==> src/hw/rtl/bmpfb_pkg.sv <==
// Shared types and constants for the BMP row stream to framebuffer blit.
package bmpfb_pkg;

   localparam int COORD_BITS = 12;
   localparam int RBC_BITS   = COORD_BITS + 2;
   localparam int PITCH_BITS = 13;
   localparam int ADDR_BITS  = 25;
   localparam int PIXEL_BITS = 32;
   localparam int OFFS_BITS  = 20;
   localparam int LENS_BITS  = 16;

   localparam int CSR_INDEX_BITS = 3;
   localparam int CSR_DATA_BITS  = 20;

   localparam int QUEUE_DEPTH = 4;
   localparam int QPTR_BITS   = 2;
   localparam int QCNT_BITS   = 3;

   // register indexes
   localparam logic [CSR_INDEX_BITS-1:0] REG_IMAGE_WIDTH   = 3'd0;
   localparam logic [CSR_INDEX_BITS-1:0] REG_IMAGE_HEIGHT  = 3'd1;
   localparam logic [CSR_INDEX_BITS-1:0] REG_TOP_FIRST     = 3'd2;
   localparam logic [CSR_INDEX_BITS-1:0] REG_SCREEN_WIDTH  = 3'd3;
   localparam logic [CSR_INDEX_BITS-1:0] REG_SCREEN_HEIGHT = 3'd4;
   localparam logic [CSR_INDEX_BITS-1:0] REG_LINE_PITCH    = 3'd5;
   localparam logic [CSR_INDEX_BITS-1:0] REG_CHAN_OFFSETS  = 3'd6;
   localparam logic [CSR_INDEX_BITS-1:0] REG_CHAN_LENGTHS  = 3'd7;

   // reset values
   localparam logic [COORD_BITS-1:0] RST_IMAGE_WIDTH   = 12'd1;
   localparam logic [COORD_BITS-1:0] RST_IMAGE_HEIGHT  = 12'd1;
   localparam logic [COORD_BITS-1:0] RST_SCREEN_WIDTH  = 12'd800;
   localparam logic [COORD_BITS-1:0] RST_SCREEN_HEIGHT = 12'd480;
   localparam logic [PITCH_BITS-1:0] RST_LINE_PITCH    = 13'd800;
   localparam logic [OFFS_BITS-1:0]  RST_CHAN_OFFSETS  = 20'd786704;
   localparam logic [LENS_BITS-1:0]  RST_CHAN_LENGTHS  = 16'd34952;

   // byte position within a pixel
   localparam logic [1:0] PH_BLUE  = 2'd0;
   localparam logic [1:0] PH_GREEN = 2'd1;
   localparam logic [1:0] PH_RED   = 2'd2;

   typedef struct packed {
      logic [COORD_BITS-1:0] image_width;
      logic [COORD_BITS-1:0] image_height;
      logic                  top_first;
      logic [COORD_BITS-1:0] screen_width;
      logic [COORD_BITS-1:0] screen_height;
      logic [PITCH_BITS-1:0] line_pitch_words;
      logic [OFFS_BITS-1:0]  channel_offsets;
      logic [LENS_BITS-1:0]  channel_lengths;
   } cfg_type;

   // one on-screen pixel waiting for address and packing
   typedef struct packed {
      logic [COORD_BITS-1:0] dx;
      logic [COORD_BITS-1:0] dy;
      logic [7:0]            red;
      logic [7:0]            green;
      logic [7:0]            blue;
   } pix_entry_type;

   typedef struct packed {
      logic full;
      logic not_empty;
   } q_status_type;

endpackage

==> src/hw/rtl/bmpfb_front.sv <==
// Front end: byte gathering, row and padding tracking, clipping to the screen.
module bmpfb_front (
   input  logic                    clock,
   input  logic                    reset,
   input  bmpfb_pkg::cfg_type      cfg,
   input  logic                    byte_accept,
   input  logic                    start_of_image,
   input  logic [7:0]              data_byte,
   output logic                    push,
   output bmpfb_pkg::pix_entry_type push_entry
);

   logic [1:0]                       phase_ff, phase_in;
   logic [bmpfb_pkg::COORD_BITS-1:0] col_ff, col_in;
   logic [bmpfb_pkg::COORD_BITS-1:0] row_ff, row_in;
   logic [bmpfb_pkg::RBC_BITS-1:0]   rbc_ff, rbc_in;
   logic [7:0]                       blue_ff, blue_in;
   logic [7:0]                       green_ff, green_in;

   logic [1:0]                       phase_eff;
   logic [bmpfb_pkg::COORD_BITS-1:0] col_eff, row_eff, row_sel, x0, y0;
   logic [bmpfb_pkg::RBC_BITS-1:0]   rbc_eff, rbc_next, pix_bytes, padded_len;
   logic [bmpfb_pkg::COORD_BITS:0]   dx, dy;
   logic                             active, in_pix, row_end, on_screen;

   always_comb begin
      // start of image clears the counters before the byte is taken
      phase_eff = start_of_image ? bmpfb_pkg::PH_BLUE : phase_ff;
      col_eff   = start_of_image ? '0 : col_ff;
      row_eff   = start_of_image ? '0 : row_ff;
      rbc_eff   = start_of_image ? '0 : rbc_ff;

      pix_bytes  = bmpfb_pkg::RBC_BITS'({cfg.image_width, 1'b0})
                 + bmpfb_pkg::RBC_BITS'(cfg.image_width);
      padded_len = (pix_bytes + bmpfb_pkg::RBC_BITS'(3)) & ~bmpfb_pkg::RBC_BITS'(3);

      if (cfg.screen_width > cfg.image_width) begin
         x0 = (cfg.screen_width - cfg.image_width) >> 1;
      end else begin
         x0 = '0;
      end
      if (cfg.screen_height > cfg.image_height) begin
         y0 = (cfg.screen_height - cfg.image_height) >> 1;
      end else begin
         y0 = '0;
      end

      active   = row_eff < cfg.image_height;
      in_pix   = rbc_eff < pix_bytes;
      rbc_next = rbc_eff + bmpfb_pkg::RBC_BITS'(1);
      row_end  = rbc_next >= padded_len;

      // only used when active, so the bottom-up flip cannot go negative
      row_sel   = cfg.top_first ? row_eff
                                : cfg.image_height - bmpfb_pkg::COORD_BITS'(1) - row_eff;
      dx        = (bmpfb_pkg::COORD_BITS+1)'(x0) + (bmpfb_pkg::COORD_BITS+1)'(col_eff);
      dy        = (bmpfb_pkg::COORD_BITS+1)'(y0) + (bmpfb_pkg::COORD_BITS+1)'(row_sel);
      on_screen = (dx < (bmpfb_pkg::COORD_BITS+1)'(cfg.screen_width))
               && (dy < (bmpfb_pkg::COORD_BITS+1)'(cfg.screen_height));

      phase_in = phase_ff;
      col_in   = col_ff;
      row_in   = row_ff;
      rbc_in   = rbc_ff;
      blue_in  = blue_ff;
      green_in = green_ff;
      push     = 1'b0;

      if (byte_accept) begin
         phase_in = phase_eff;
         col_in   = col_eff;
         row_in   = row_eff;
         rbc_in   = rbc_eff;
         if (active) begin
            if (in_pix) begin
               case (phase_eff)
                  bmpfb_pkg::PH_BLUE: begin
                     blue_in  = data_byte;
                     phase_in = bmpfb_pkg::PH_GREEN;
                  end
                  bmpfb_pkg::PH_GREEN: begin
                     green_in = data_byte;
                     phase_in = bmpfb_pkg::PH_RED;
                  end
                  default: begin
                     push     = on_screen;
                     col_in   = col_eff + bmpfb_pkg::COORD_BITS'(1);
                     phase_in = bmpfb_pkg::PH_BLUE;
                  end
               endcase
            end
            rbc_in = rbc_next;
            if (row_end) begin
               rbc_in   = '0;
               col_in   = '0;
               phase_in = bmpfb_pkg::PH_BLUE;
               row_in   = row_eff + bmpfb_pkg::COORD_BITS'(1);
            end
         end
      end

      push_entry.dx    = dx[bmpfb_pkg::COORD_BITS-1:0];
      push_entry.dy    = dy[bmpfb_pkg::COORD_BITS-1:0];
      push_entry.red   = data_byte;
      push_entry.green = green_ff;
      push_entry.blue  = blue_ff;
   end

   always_ff @(posedge clock) begin
      if (reset) begin
         phase_ff <= bmpfb_pkg::PH_BLUE;
         col_ff   <= '0;
         row_ff   <= '0;
         rbc_ff   <= '0;
      end else begin
         phase_ff <= phase_in;
         col_ff   <= col_in;
         row_ff   <= row_in;
         rbc_ff   <= rbc_in;
      end
   end

   always_ff @(posedge clock) begin
      blue_ff  <= blue_in;
      green_ff <= green_in;
   end

endmodule

==> src/hw/rtl/bmpfb_queue.sv <==
// Short pixel queue between the front end and the packing back end.
module bmpfb_queue (
   input  logic                     clock,
   input  logic                     reset,
   input  logic                     push,
   input  bmpfb_pkg::pix_entry_type push_entry,
   input  logic                     pop,
   output bmpfb_pkg::pix_entry_type head,
   output bmpfb_pkg::q_status_type  status
);

   bmpfb_pkg::pix_entry_type        slot_ff [bmpfb_pkg::QUEUE_DEPTH];
   logic [bmpfb_pkg::QPTR_BITS-1:0] wr_ptr_ff, wr_ptr_in;
   logic [bmpfb_pkg::QPTR_BITS-1:0] rd_ptr_ff, rd_ptr_in;
   logic [bmpfb_pkg::QCNT_BITS-1:0] count_ff, count_in;

   always_comb begin
      status.full      = count_ff == bmpfb_pkg::QCNT_BITS'(bmpfb_pkg::QUEUE_DEPTH);
      status.not_empty = count_ff != '0;
      head             = slot_ff[rd_ptr_ff];

      wr_ptr_in = push ? wr_ptr_ff + bmpfb_pkg::QPTR_BITS'(1) : wr_ptr_ff;
      rd_ptr_in = pop  ? rd_ptr_ff + bmpfb_pkg::QPTR_BITS'(1) : rd_ptr_ff;
      count_in  = count_ff;
      if (push && !pop) begin
         count_in = count_ff + bmpfb_pkg::QCNT_BITS'(1);
      end else if (pop && !push) begin
         count_in = count_ff - bmpfb_pkg::QCNT_BITS'(1);
      end
   end

   always_ff @(posedge clock) begin
      if (reset) begin
         wr_ptr_ff <= '0;
         rd_ptr_ff <= '0;
         count_ff  <= '0;
      end else begin
         wr_ptr_ff <= wr_ptr_in;
         rd_ptr_ff <= rd_ptr_in;
         count_ff  <= count_in;
      end
   end

   always_ff @(posedge clock) begin
      if (push) begin
         slot_ff[wr_ptr_ff] <= push_entry;
      end
   end

endmodule

==> src/hw/rtl/bmpfb_back.sv <==
// Back end: framebuffer word index and channel packing into the output register.
module bmpfb_back (
   input  logic                              clock,
   input  logic                              reset,
   input  bmpfb_pkg::cfg_type                cfg,
   input  bmpfb_pkg::pix_entry_type          head,
   input  bmpfb_pkg::q_status_type           q_status,
   output logic                              pop,
   output logic                              out_valid,
   input  logic                              out_ready,
   output logic [bmpfb_pkg::ADDR_BITS-1:0]   out_address,
   output logic [bmpfb_pkg::PIXEL_BITS-1:0]  out_pixel
);

   logic                             valid_ff, valid_in;
   logic [bmpfb_pkg::ADDR_BITS-1:0]  addr_ff, addr_in;
   logic [bmpfb_pkg::PIXEL_BITS-1:0] pixel_ff, pixel_in;

   // length saturates at eight; a zero length adds nothing
   function automatic logic [bmpfb_pkg::PIXEL_BITS-1:0] put_channel(
      input logic [7:0] value,
      input logic [3:0] len,
      input logic [4:0] off
   );
      logic [3:0]                       len_sat;
      logic [bmpfb_pkg::PIXEL_BITS-1:0] field;
      len_sat = (len > 4'd8) ? 4'd8 : len;
      field   = bmpfb_pkg::PIXEL_BITS'(value >> (4'd8 - len_sat));
      if (len_sat == 4'd0) begin
         return '0;
      end
      return field << off;
   endfunction

   always_comb begin
      pop = q_status.not_empty && (!valid_ff || out_ready);

      valid_in = valid_ff;
      addr_in  = addr_ff;
      pixel_in = pixel_ff;
      if (pop) begin
         valid_in = 1'b1;
         addr_in  = bmpfb_pkg::ADDR_BITS'(head.dy) * bmpfb_pkg::ADDR_BITS'(cfg.line_pitch_words)
                  + bmpfb_pkg::ADDR_BITS'(head.dx);
         pixel_in = put_channel(head.red,   cfg.channel_lengths[3:0],   cfg.channel_offsets[4:0])
                  | put_channel(head.green, cfg.channel_lengths[7:4],   cfg.channel_offsets[9:5])
                  | put_channel(head.blue,  cfg.channel_lengths[11:8],  cfg.channel_offsets[14:10])
                  | put_channel(8'hff,      cfg.channel_lengths[15:12], cfg.channel_offsets[19:15]);
      end else if (out_ready) begin
         valid_in = 1'b0;
      end
   end

   always_ff @(posedge clock) begin
      if (reset) begin
         valid_ff <= 1'b0;
      end else begin
         valid_ff <= valid_in;
      end
   end

   always_ff @(posedge clock) begin
      addr_ff  <= addr_in;
      pixel_ff <= pixel_in;
   end

   assign out_valid   = valid_ff;
   assign out_address = addr_ff;
   assign out_pixel   = pixel_ff;

endmodule

==> src/hw/rtl/bmp_row_stream_to_framebuffer_blit.sv <==
// Top level: register file, front end, pixel queue and packing back end.
//
// Input words carry one BMP pixel byte (blue, green, red order, rows padded to
// four bytes); req_tuser marks the first byte of an image and clears the
// position counters. Each complete pixel that lands on the screen comes out as
// one rsp word with its framebuffer word index and packed 32-bit value;
// padding bytes, off-screen pixels and bytes after the last row give nothing.
// The block takes one byte per clock while the queue is not full. A kept pixel
// passes from the queue, which takes it when its red byte is accepted, to the
// back end multiply-add and packing register that drives rsp_tvalid.
// A four-entry queue sits between the front and back ends. When rsp_tready is
// held low the queue fills and req_tready drops once it is full; nothing is
// lost. Reset clears the counters, the queue and the output register and
// loads the default screen geometry and channel layout. The csr channel is
// always ready and should only be written while no pixel is in flight.
module bmp_row_stream_to_framebuffer_blit (
   input  logic                                 clock,
   input  logic                                 reset,
   input  logic                                 req_tvalid,
   output logic                                 req_tready,
   input  logic [7:0]                           req_tdata,  // data_byte[7:0]
   input  logic                                 req_tuser,  // start_of_image
   output logic                                 rsp_tvalid,
   input  logic                                 rsp_tready,
   output logic [63:0]                          rsp_tdata,  // word_address[24:0],
                                                            // pixel_word[56:25]
   input  logic                                 csr_valid,
   output logic                                 csr_ready,
   input  logic [bmpfb_pkg::CSR_INDEX_BITS-1:0] csr_index,
   input  logic [bmpfb_pkg::CSR_DATA_BITS-1:0]  csr_wdata
);

   bmpfb_pkg::cfg_type               cfg_ff, cfg_in;
   bmpfb_pkg::pix_entry_type         push_entry, head;
   bmpfb_pkg::q_status_type          q_status;
   logic                             push, pop, byte_accept;
   logic [bmpfb_pkg::ADDR_BITS-1:0]  out_address;
   logic [bmpfb_pkg::PIXEL_BITS-1:0] out_pixel;

   assign csr_ready = 1'b1;

   always_comb begin
      cfg_in = cfg_ff;
      if (csr_valid) begin
         case (csr_index)
            bmpfb_pkg::REG_IMAGE_WIDTH:   cfg_in.image_width      = csr_wdata[11:0];
            bmpfb_pkg::REG_IMAGE_HEIGHT:  cfg_in.image_height     = csr_wdata[11:0];
            bmpfb_pkg::REG_TOP_FIRST:     cfg_in.top_first        = csr_wdata[0];
            bmpfb_pkg::REG_SCREEN_WIDTH:  cfg_in.screen_width     = csr_wdata[11:0];
            bmpfb_pkg::REG_SCREEN_HEIGHT: cfg_in.screen_height    = csr_wdata[11:0];
            bmpfb_pkg::REG_LINE_PITCH:    cfg_in.line_pitch_words = csr_wdata[12:0];
            bmpfb_pkg::REG_CHAN_OFFSETS:  cfg_in.channel_offsets  = csr_wdata[19:0];
            bmpfb_pkg::REG_CHAN_LENGTHS:  cfg_in.channel_lengths  = csr_wdata[15:0];
            default: cfg_in = cfg_ff;
         endcase
      end
   end

   always_ff @(posedge clock) begin
      if (reset) begin
         cfg_ff.image_width      <= bmpfb_pkg::RST_IMAGE_WIDTH;
         cfg_ff.image_height     <= bmpfb_pkg::RST_IMAGE_HEIGHT;
         cfg_ff.top_first        <= 1'b0;
         cfg_ff.screen_width     <= bmpfb_pkg::RST_SCREEN_WIDTH;
         cfg_ff.screen_height    <= bmpfb_pkg::RST_SCREEN_HEIGHT;
         cfg_ff.line_pitch_words <= bmpfb_pkg::RST_LINE_PITCH;
         cfg_ff.channel_offsets  <= bmpfb_pkg::RST_CHAN_OFFSETS;
         cfg_ff.channel_lengths  <= bmpfb_pkg::RST_CHAN_LENGTHS;
      end else begin
         cfg_ff <= cfg_in;
      end
   end

   assign req_tready  = !q_status.full;
   assign byte_accept = req_tvalid && req_tready;

   bmpfb_front u_front (
      .clock          (clock),
      .reset          (reset),
      .cfg            (cfg_ff),
      .byte_accept    (byte_accept),
      .start_of_image (req_tuser),
      .data_byte      (req_tdata),
      .push           (push),
      .push_entry     (push_entry)
   );

   bmpfb_queue u_queue (
      .clock      (clock),
      .reset      (reset),
      .push       (push),
      .push_entry (push_entry),
      .pop        (pop),
      .head       (head),
      .status     (q_status)
   );

   bmpfb_back u_back (
      .clock       (clock),
      .reset       (reset),
      .cfg         (cfg_ff),
      .head        (head),
      .q_status    (q_status),
      .pop         (pop),
      .out_valid   (rsp_tvalid),
      .out_ready   (rsp_tready),
      .out_address (out_address),
      .out_pixel   (out_pixel)
   );

   assign rsp_tdata = {7'b0, out_pixel, out_address};

endmodule

==> config.mk <==
export PLATFORM = sky130hd
export DESIGN_NAME = bmp_row_stream_to_framebuffer_blit
export DESIGN_NICKNAME = d
export VERILOG_FILES = /design/src/hw/rtl/bmpfb_pkg.sv /design/src/hw/rtl/bmpfb_front.sv /design/src/hw/rtl/bmpfb_queue.sv /design/src/hw/rtl/bmpfb_back.sv /design/src/hw/rtl/bmp_row_stream_to_framebuffer_blit.sv
export SDC_FILE = /design/constraint.sdc
export NUM_CORES = 1
export LEC_CHECK = 0
export BUFFER_PORTS_ARGS = -buffer_cell sky130_fd_sc_hd__clkbuf_2
export CORE_UTILIZATION = 38
export CTS_BUF_LIST = sky130_fd_sc_hd__clkbuf_8
export CTS_CLUSTER_DIAMETER = 30
export CTS_CLUSTER_SIZE = 20
export DETAILED_ROUTE_END_ITERATION = 16
export HOLD_SLACK_MARGIN = 0.1
export SETUP_SLACK_MARGIN = 0.1
export SLEW_MARGIN = 20
export SYNTH_ARGS = -nofsm -noshare
export SYNTH_HDL_FRONTEND = slang
export SYNTH_SLANG_ARGS = --single-unit
export TNS_END_PERCENT = 100
==> constraint.sdc <==
create_clock -name clock -period 7.67 [get_ports clock]
set_input_delay 0.3835 -clock clock [delete_from_list [all_inputs] [get_ports clock]]
set_output_delay 0.3835 -clock clock [all_outputs]
set_load 0.01 [all_outputs]
[Word level (Yosys, flattened, before mapping)]
Memory sizes are Yosys's and may differ from the RTL's. A register that Yosys moved wholly into a read port is not among the register bits.
Cells that the tools add are included.
Cells by class
  $add $sub $neg: 20
  multipliers: 1
  magnitude comparators: 11
  equality and inequality tests: 9
  shift operators: 8
  mux-type cells: 55
  bitwise gates (word level): 3
  reduce and logical (&&, ||, !) cells: 30
Operator list (count)
  $mux W32: 12
  $shl A32 B5 Y32: 4
  $mux W12: 9
  $or A32 B32 Y32: 3
  $shr A8 B4 Y32: 3
  $mux W14: 3
  $sub A12 B12 Y12: 3
  $shr A8 B4 Y32 const A: 1
  $add A12 B12 Y13: 2
  $lt A13 B12 Y1: 2
  $add A25 B12 Y25: 1
  $mul A12 B13 Y25: 1
  $add A12 B1 Y12 const B: 2
  $gt A12 B12 Y1: 2
  $mux W11: 2
  $gt A4 B4 Y1 const B: 4
  $logic_not A4 Y1: 4
  $mux W1: 16
  $mux W4: 4
  $reduce_and A2 Y1: 8
  $sub A4 B4 Y4 const A: 4
  $eq A3 B3 Y1 const B: 5
  $add A13 B12 Y14: 1
  $add A14 B1 Y14 const B: 1
  other kinds (23): 40
Word-level totals
  bits in registers: 219
  bits in writable memories: 192
  input bits: 37
  word-level logic and storage cells: 158
  memories kept: 1
Memory list
  u_queue.slot_ff: depth 4, width 48, rd ports 1, clocked after Yosys merged registers in 1, write ports 1, RTL line bmpfb_queue.sv:12  | bmpfb_pkg::pix_entry_type slot_ff [bmpfb_pkg::QUEUE_DEPTH];

[Logic depth before layout (Yosys ltp)]
Gate-level depths: netlist of run 1.
  depth in word-level cells: 14
  gate-level depth with buffers: 36
  mapped depth without buffers: 35

[Hierarchy]
A second synthesis of run 1 with hierarchy kept.
Second synthesis, totals
  cell total of the unflattened synthesis: 3073
  area total of the unflattened synthesis: 30563.1 µm²
By module, submodules not included
  bmpfb_back: instances 1, cells each 1406, area each 11562.3 µm², seq. area each 1731.7 µm²
  bmpfb_front: instances 1, cells each 995, area each 7651.1 µm², seq. area each 1281.2 µm²
  bmpfb_queue: instances 1, cells each 294, area each 7348.3 µm², seq. area each 5945.7 µm²
  bmp_row_stream_to_framebuffer_blit: instances 1, cells each 378, area each 4001.3 µm², seq. area each 1961.9 µm²

[Least setup slack after synthesis of run 1]
No wires, ideal clock.
  path kind: input -> register
  start: in req_tuser
  end: mem u_queue.slot_ff[0][0] (netlist name), enable pin
  library setup time: 0.411 ns
  arrival time: 7.024 ns
  data required time: 7.259 ns
  slack: 0.235 ns
  stages on the path: 28
  cells stage by stage: clkbuf_1 clkbuf_1 clkbuf_1 clkbuf_1 clkbuf_1 nand2b_1 inv_1 ha_1 a21o_1 a21oi_1 o21bai_1 a21oi_1 o21bai_1 a211o_1 a31oi_1 xor2_1 o21ai_0 ha_1 nand3_1 a211oi_1 nor3_1 ha_1 a2111oi_0 nand2_1 o21ai_0 and4b_1 and3_1 and2_1
RTL lines
  start: declaration: RTL line bmp_row_stream_to_framebuffer_blit.sv:22  | input logic req_tuser,
  end: declaration: RTL line bmpfb_queue.sv:12

==> metrics.log, run 1 <==
[metrics] run status: finished, final reports clean
[metrics] routed len/inst: 19.1 um
[metrics] Avg Cell Area, Syn: 9.69 um^2
[metrics] power per cell area: 309 nW/um^2
[metrics] Die X-Extent: 283 um
[metrics] number of clock sinks: 413
[metrics] antenna violations before repair: 6
[metrics] Port Buf Inserts: 95
[metrics] cell repeated most along the worst path: ha_1
[metrics] CTS H-tree depth: 3
[metrics] via count of the first global-routing pass: 22,858
[metrics] setup skew after layout: 0.0557 ns
[metrics] All-Layer GR Usage: 20.6%
[metrics] cell chosen for the clock root: clkbuf_8
[metrics] peak fanout along the critical path: 10
[metrics] commonest cells after routing, fill and taps aside: nand2_1, inv_1, edfxtp_1
[metrics] crit path time final: 6.98 ns
[metrics] global-route wire length before repair: 131 mm
[metrics] Worst-path clk slew: 0.05 ns
[metrics] headroom to the max-slew limit: 28.0%
[metrics] critical path start-end classification: reg2reg
[metrics] ANT nets after route: 0
[metrics] share of the cycle needed by the critical path after routing: 91.1%
[metrics] setup repair after global routing missed its margin: false
[metrics] endpoint class of the critical path: flop
[metrics] Die Span Y: 283 um
[metrics] sum of negative setup slack: 0 ns
[metrics] final routed wirelength across all metal layers: 83.0 mm
[metrics] Remaining Overflow, GRT: 0
[metrics] detailed router's first-iteration violation count: 1,891
[metrics] required time of the critical path: 8.32 ns
[metrics] post-synthesis instance area: 30,100 um^2
[metrics] measured slew at the worst slew-check pin: 1.08 ns
[metrics] cell count of the worst reg-to-reg path: 34
[metrics] Static Leakage: 13.7 nW
[metrics] library cell contributing the largest single delay on the critical path: fa_1
[metrics] # IOs: 104
[metrics] drt drc: 0
[metrics] Clk Latency, worst-skew pair: 0.73 ns
[metrics] most common library cell in the layout ignoring fill and taps: nand2_1
[metrics] DP Area: 31,600 um^2
[metrics] endpoints failing hold: 0
[metrics] number of rows created at floorplan: 102
[metrics] area enclosed by the die boundary: 80,400 um^2
[metrics] Post-synth ARST share: 0%
[metrics] post-route standard cell area excluding fillers: 33,900 um^2
[metrics] post-synthesis sequential element count: 413
[metrics] arrival time reported for the critical path endpoint: 7.64 ns
[metrics] delay contributed by the slowest stage of the critical path: 0.40 ns
[metrics] final setup fails: 0
[metrics] share of cells above drive strength 1: 12.7%
[metrics] number of optimization iterations in the first detailed-route pass: 5
[metrics] routability congestion estimate from global placement: 0.976
[metrics] maximum root-to-sink buffer count: 3
[metrics] count of final max-slew check failures: 0
[metrics] detailed-route via count: 23,470
[metrics] Tightest Hold Check Type: in2reg
[metrics] HPWL after detailed placement: 61.2 mm
[metrics] effective utilization at floorplan: 38.6%
[metrics] maximum vdd ir drop: 335 uV
[metrics] sequential-to-total area share from yosys stat: 36.3%
[metrics] gate count after technology mapping: 3,106
[metrics] number of distinct standard cells referenced by the synthesized netlist: 99
[metrics] clock tree from TritonCTS: built
[metrics] growth of design area from synthesis to finish: 12.7%
[metrics] count of synthesis-stage warnings from yosys: 0
[metrics] via-per-instance ratio: 5.41
[metrics] setup slack of the critical path after layout: 0.686 ns
[metrics] Max Fclk: 143 MHz
[metrics] hold-critical path depth: 5
[metrics] crit start category: flop
[metrics] largest net degree at the start of global routing: 77
[metrics] Post-synth EDFFs: 265
[metrics] max_cap viols: 0
[metrics] total CTS buffers: 93
[metrics] area of the core region: 78,000 um^2
[metrics] Hold Slack: 0.163 ns
[metrics] ys flop type: edfxtp_1
[metrics] number of nets in the layout: 3,597
[metrics] Setup WS pre-CTS: 0.0765 ns
==> logic make-up after synthesis <==
family | share of synthesized area (%)
AND/OR/NAND/NOR | 17.2
AO/OA/AOI/OAI | 13.0
flip-flops | 36.3
buffers and inverters | 5.45
adder cells (fa/ha/maj) | 17.4
multiplexers | 7.43
XOR/XNOR | 3.17
other | 0.0249
==> report_power, final <==
part	total (W)	internal [W]	switching, W
clock	0.00259	0.00147	0.00112
combinational	0.00491	0.00205	0.00286
sequential	0.00297	0.00284	0.000126
total	0.0105	0.00637	0.00411
==> repair_timing <==
item,4_1_cts,5_1_grt
pin swaps,0,6
resized for setup,1,28
hold buffers,22,0
buffers inserted,0,2
hold endpoints to repair,75,0
setup endpoints to repair,1,195
==> flip-flops by register name (all words and copies together), names as in the netlist, named ones only <==
| signal | cells |
|---|---|
| u_front.green_ff | 8 |
| u_queue.rd_ptr_ff | 2 |
| cfg_ff | 98 |
| u_front.rbc_ff | 14 |
| u_front.blue_ff | 8 |
| u_queue.count_ff | 3 |
| u_front.col_ff | 12 |
| u_front.row_ff | 12 |
| u_back.out_address | 25 |
| u_front.phase_ff | 2 |
| u_back.out_pixel | 32 |
| u_queue.wr_ptr_ff | 2 |
| u_back.out_valid | 1 |
| u_queue.slot_ff | 192 |
==> path summary, 6_finish.rpt <==
path,slack [ns],from,to
setup / recovery,0.69,cfg_ff[49]$_SDFFE_PP0P_,u_queue.count_ff[2]$_SDFFE_PP0P_
hold / removal,0.16,req_tvalid,u_front.col_ff[1]$_SDFFE_PP0P_
setup reg to reg,0.69,cfg_ff[49]$_SDFFE_PP0P_,u_queue.count_ff[2]$_SDFFE_PP0P_
hold reg to reg,0.46,cfg_ff[61]$_SDFFE_PP0P_,cfg_ff[61]$_SDFFE_PP0P_
==> worst max-delay path, delay by kind of cell, from the launching register on <==
family	cells	cell delay, ns
compound gates	16	2.76
xor+xnor	1	0.18
fa+ha+maj	6	1.84
buf+inv	3	0.29
flops	1	0.35
simple gates	8	1.49
==> area by class of cell <==
class / instances / area [um^2]
clock inverters: 71 / 586
diodes: 3 / 7.51
well taps: 1040 / 1300
inverters: 261 / 980
fillers: 7505 / 44100
repair buffers: 156 / 991
flip-flops and latches: 413 / 10900
clock buffers: 103 / 1420
multi-input cells: 2292 / 17700
==> routing by layer <==
| metal | vias up | track usage, % | wire length (um) |
|---|---|---|---|
| li1 | 11241 | - | - |
| met1 | 11364 | 29.3 | 39100 |
| met2 | 717 | 31.2 | 36100 |
| met3 | 144 | 3.63 | 5140 |
| met4 | 4 | 7.19 | 2630 |
| met5 | - | 0 | 20 |
==> synth_stat cells, types with 12 or more instances <==
cell type  number  area [um^2]
or3_1          20          125
inv_1         254          953
nand2_1       434         1630
o211ai_1       28          210
xor2_1         37          324
nand2b_1       56          350
nor2b_1        62          388
nor3_1         74          370
clkbuf_1      111          417
buf_1          12         45.0
o21a_1         15          113
xnor2_1        72          631
nor4_1         13         81.3
a21oi_1       186          931
fa_1          128         2560
nor2_1        177          664
and3_1         21          131
ha_1          215         2690
a211oi_1       19          143
and2_1         82          513
a21o_1         41          308
nand3_1        80          400
edfxtp_1      265         7960
a22oi_1        17          128
a211o_1        16          140
dfxtp_1       148         2960
mux2_2         21          236
o22ai_1        18          113
o21ai_0        92          460
mux4_2         51         1150
nand4_1        26          163
mux2i_1        71          711
==> through the flow <==
stage	utilization [%]	power, W	cells
4_1_cts	43.3	0.0106	4334
3_3_place_gp	40.5	0.00785	4138
6_report	43.5	0.0105	4339
2_1_floorplan	-	0.00665	3112
3_5_place_dp	40.5	0.00789	4138
5_1_grt	43.5	0.0113	4338
Note: power is estimated with default switching activity, not from simulation.
==> inputs of run 2 (changes only) <==
Settings changed: RECOVER_POWER from default to 50.
==> run 2 against run 1 <==
Against the previous run: the run now ends with capacitance limit, slew limit left; non-clock buffer count unchanged; sequential share of layout area increased by 0.11 points; critical path type unchanged; core utilization decreased by 0.15 points; sequential power about the same; count of clock-buffer cells in the layout unchanged; maximum frequency decreased by 1.2%; final cell count unchanged; largest power group unchanged; setup slack got worse by 0.084 ns; worst hold slack got worse by 0.00096 ns; combinational power about the same; clock skew about the same.
==> metrics.log, run 2 (synthesized netlist as in run 1, its figures left out) <==
[metrics] via-per-instance ratio: 5.42
[metrics] library cell contributing the largest single delay on the critical path: fa_1
[metrics] crit path time final: 7.07 ns
[metrics] most common library cell in the layout ignoring fill and taps: nand2_1
[metrics] Tightest Hold Check Type: in2reg
[metrics] area enclosed by the die boundary: 80,400 um^2
[metrics] largest net degree at the start of global routing: 77
[metrics] violated checks: capacitance limit, slew limit
[metrics] final setup fails: 0
[metrics] effective utilization at floorplan: 38.6%
[metrics] number of placed instances, taps included: 4,138
[metrics] Clk Latency, worst-skew pair: 0.73 ns
[metrics] ANT nets after route: 0
[metrics] count of final max-slew check failures: 289
[metrics] final-layout fill cell count: 7,540
[metrics] total CTS buffers: 93
[metrics] Worst path depth: 33
[metrics] number of optimization iterations in the first detailed-route pass: 5
[metrics] R2R setup slack: 0.60 ns
[metrics] power share of the combinational group: 46.7%
[metrics] top cell family by delay on the critical path: compound AO/OA/AOI/OAI gates
[metrics] global-route wire length before repair: 131 mm
[metrics] detailed router's first-iteration violation count: 1,945
[metrics] M1 WL: 39.5 mm
[metrics] delay contributed by the slowest stage of the critical path: 0.46 ns
[metrics] combined buffer and inverter count along the critical path: 2
[metrics] Remaining Overflow, GRT: 0
[metrics] endpoint class of the critical path: flop
[metrics] met2 routed WL: 36.3 mm
[metrics] required time of the critical path: 8.28 ns
[metrics] antenna violations before repair: 6
[metrics] hold-critical path depth: 5
[metrics] switching component of the power: 0.00411 W
[metrics] Non-Filler Instances: 4,339
[metrics] number of rows created at floorplan: 102
[metrics] Port Buf Inserts: 95
[metrics] # IOs: 104
[metrics] Worst-path clk slew: 0.05 ns
[metrics] Static Leakage: 13.5 nW
[metrics] number of nets in the layout: 3,597
[metrics] setup skew after layout: 0.0554 ns
[metrics] headroom to the max-slew limit: -152%
[metrics] Die X-Extent: 283 um
[metrics] maximum root-to-sink buffer count: 3
[metrics] P_int: 0.00636 W
[metrics] Hold Slack: 0.162 ns
[metrics] clock network power share: 24.8%
[metrics] critical path start-end classification: reg2reg
[metrics] number of clock sinks: 413
[metrics] routability congestion estimate from global placement: 0.976
[metrics] cell chosen for the clock root: clkbuf_8
[metrics] growth of design area from synthesis to finish: 12.3%
[metrics] power per cell area: 310 nW/um^2
[metrics] share of the cycle needed by the critical path after routing: 92.1%
[metrics] peak fanout along the critical path: 5
[metrics] Detail Route met3 WL: 4.68 mm
[metrics] fraction of power spent switching nets: 39.2%
[metrics] via count of the first global-routing pass: 22,858
[metrics] final routed wirelength across all metal layers: 83.2 mm
[metrics] sum of negative setup slack: 0 ns
[metrics] maximum vdd ir drop: 334 uV
[metrics] drt drc: 0
[metrics] All-Layer GR Usage: 20.6%
[metrics] Die Span Y: 283 um
[metrics] clock tree from TritonCTS: built
[metrics] CTS H-tree depth: 3
[metrics] cell repeated most along the worst path: ha_1
[metrics] run status: finished, violations left
[metrics] area of the core region: 78,000 um^2
[metrics] sequential group share of total power: 28.5%
[metrics] max_cap viols: 6
[metrics] HPWL after detailed placement: 61.2 mm
[metrics] share of cells above drive strength 1: 10.3%
[metrics] overall power after layout: 0.0105 W
[metrics] arrival time reported for the critical path endpoint: 7.68 ns
[metrics] endpoints failing hold: 0
[metrics] detailed-route via count: 23,528
[metrics] routed len/inst: 19.2 um
[metrics] register with the highest flop count: u_queue.slot_ff
[metrics] top metal layer carrying routed signals: met5
[metrics] measured slew at the worst slew-check pin: 3.78 ns
[metrics] number of flip-flops under the largest register name: 192
[metrics] crit start category: flop
[metrics] commonest cells after routing, fill and taps aside: nand2_1, inv_1, edfxtp_1
[metrics] Max Fclk: 141 MHz
[metrics] cell count of the worst reg-to-reg path: 33
[run 2: area by class of cell]
class,instances,area [um^2],share of cell area (%)
antenna,3,7.51,0.0222
sequential,413,10900,32.3
timing repair buffer,156,886,2.62
multi-input combinational,2292,17700,52.4
clock buffer,103,1420,4.19
tap,1040,1300,3.85
inverter,261,980,2.90
clock inverter,71,586,1.73
[run 2: final timing paths]
path | startpoint | end
setup / recovery | cfg_ff[76]$_SDFFE_PP0P_ | u_queue.count_ff[2]$_SDFFE_PP0P_
hold / removal | req_tvalid | u_front.col_ff[1]$_SDFFE_PP0P_
hold reg to reg | cfg_ff[61]$_SDFFE_PP0P_ | cfg_ff[61]$_SDFFE_PP0P_
setup reg to reg | cfg_ff[76]$_SDFFE_PP0P_ | u_queue.count_ff[2]$_SDFFE_PP0P_
[run 2: power by group through the flow]
| stage | combinational [W] | clock (W) | sequential (W) |
|---|---|---|---|
| after floorplan | 0.00359 | 0 | 0.00306 |
| after global placement | 0.00483 | 0 | 0.00302 |
| final | 0.00489 | 0.00260 | 0.00299 |
| after detailed placement | 0.00487 | 0 | 0.00302 |
| after CTS | 0.00492 | 0.00266 | 0.00298 |
| after global routing | 0.00550 | 0.00276 | 0.00302 |
[run 2: metal layers]
metal,vias up,track usage [%]
met5,-,0
met4,4,7.19
met3,141,3.63
met2,652,31.2
met1,11490,29.3
li1,11241,-
[run 2: worst reg2reg max path, delay by kind of cell (launching register included)]
family / cells / cell delay, ns
AO/OA/AOI/OAI: 16 / 2.98
flip-flops: 1 / 0.35
buffers and inverters: 2 / 0.15
AND/OR/NAND/NOR: 8 / 1.40
adder cells (fa/ha/maj): 6 / 1.94
XOR/XNOR: 1 / 0.17
[run 2: metrics by stage]
stage | setup slack, ns | instance area, um^2 | utilization, %
final | 0.602 | 33800 | 43.4
after global routing | -0.0296 | 33800 | 43.3
after CTS | 0.132 | 33800 | 43.3
after detailed placement | 0.0765 | 31600 | 40.5
after global placement | 0.135 | 31600 | 40.5
after floorplan | 0.235 | 30100 | -
[run 2: what timing repair did]
item,4_1_cts,5_1_grt
gates resized for setup,1,28
endpoints found under the hold margin,75,0
buffers inserted,0,2
endpoints found under the setup margin,1,195
hold buffers,22,0
pin swaps,0,6
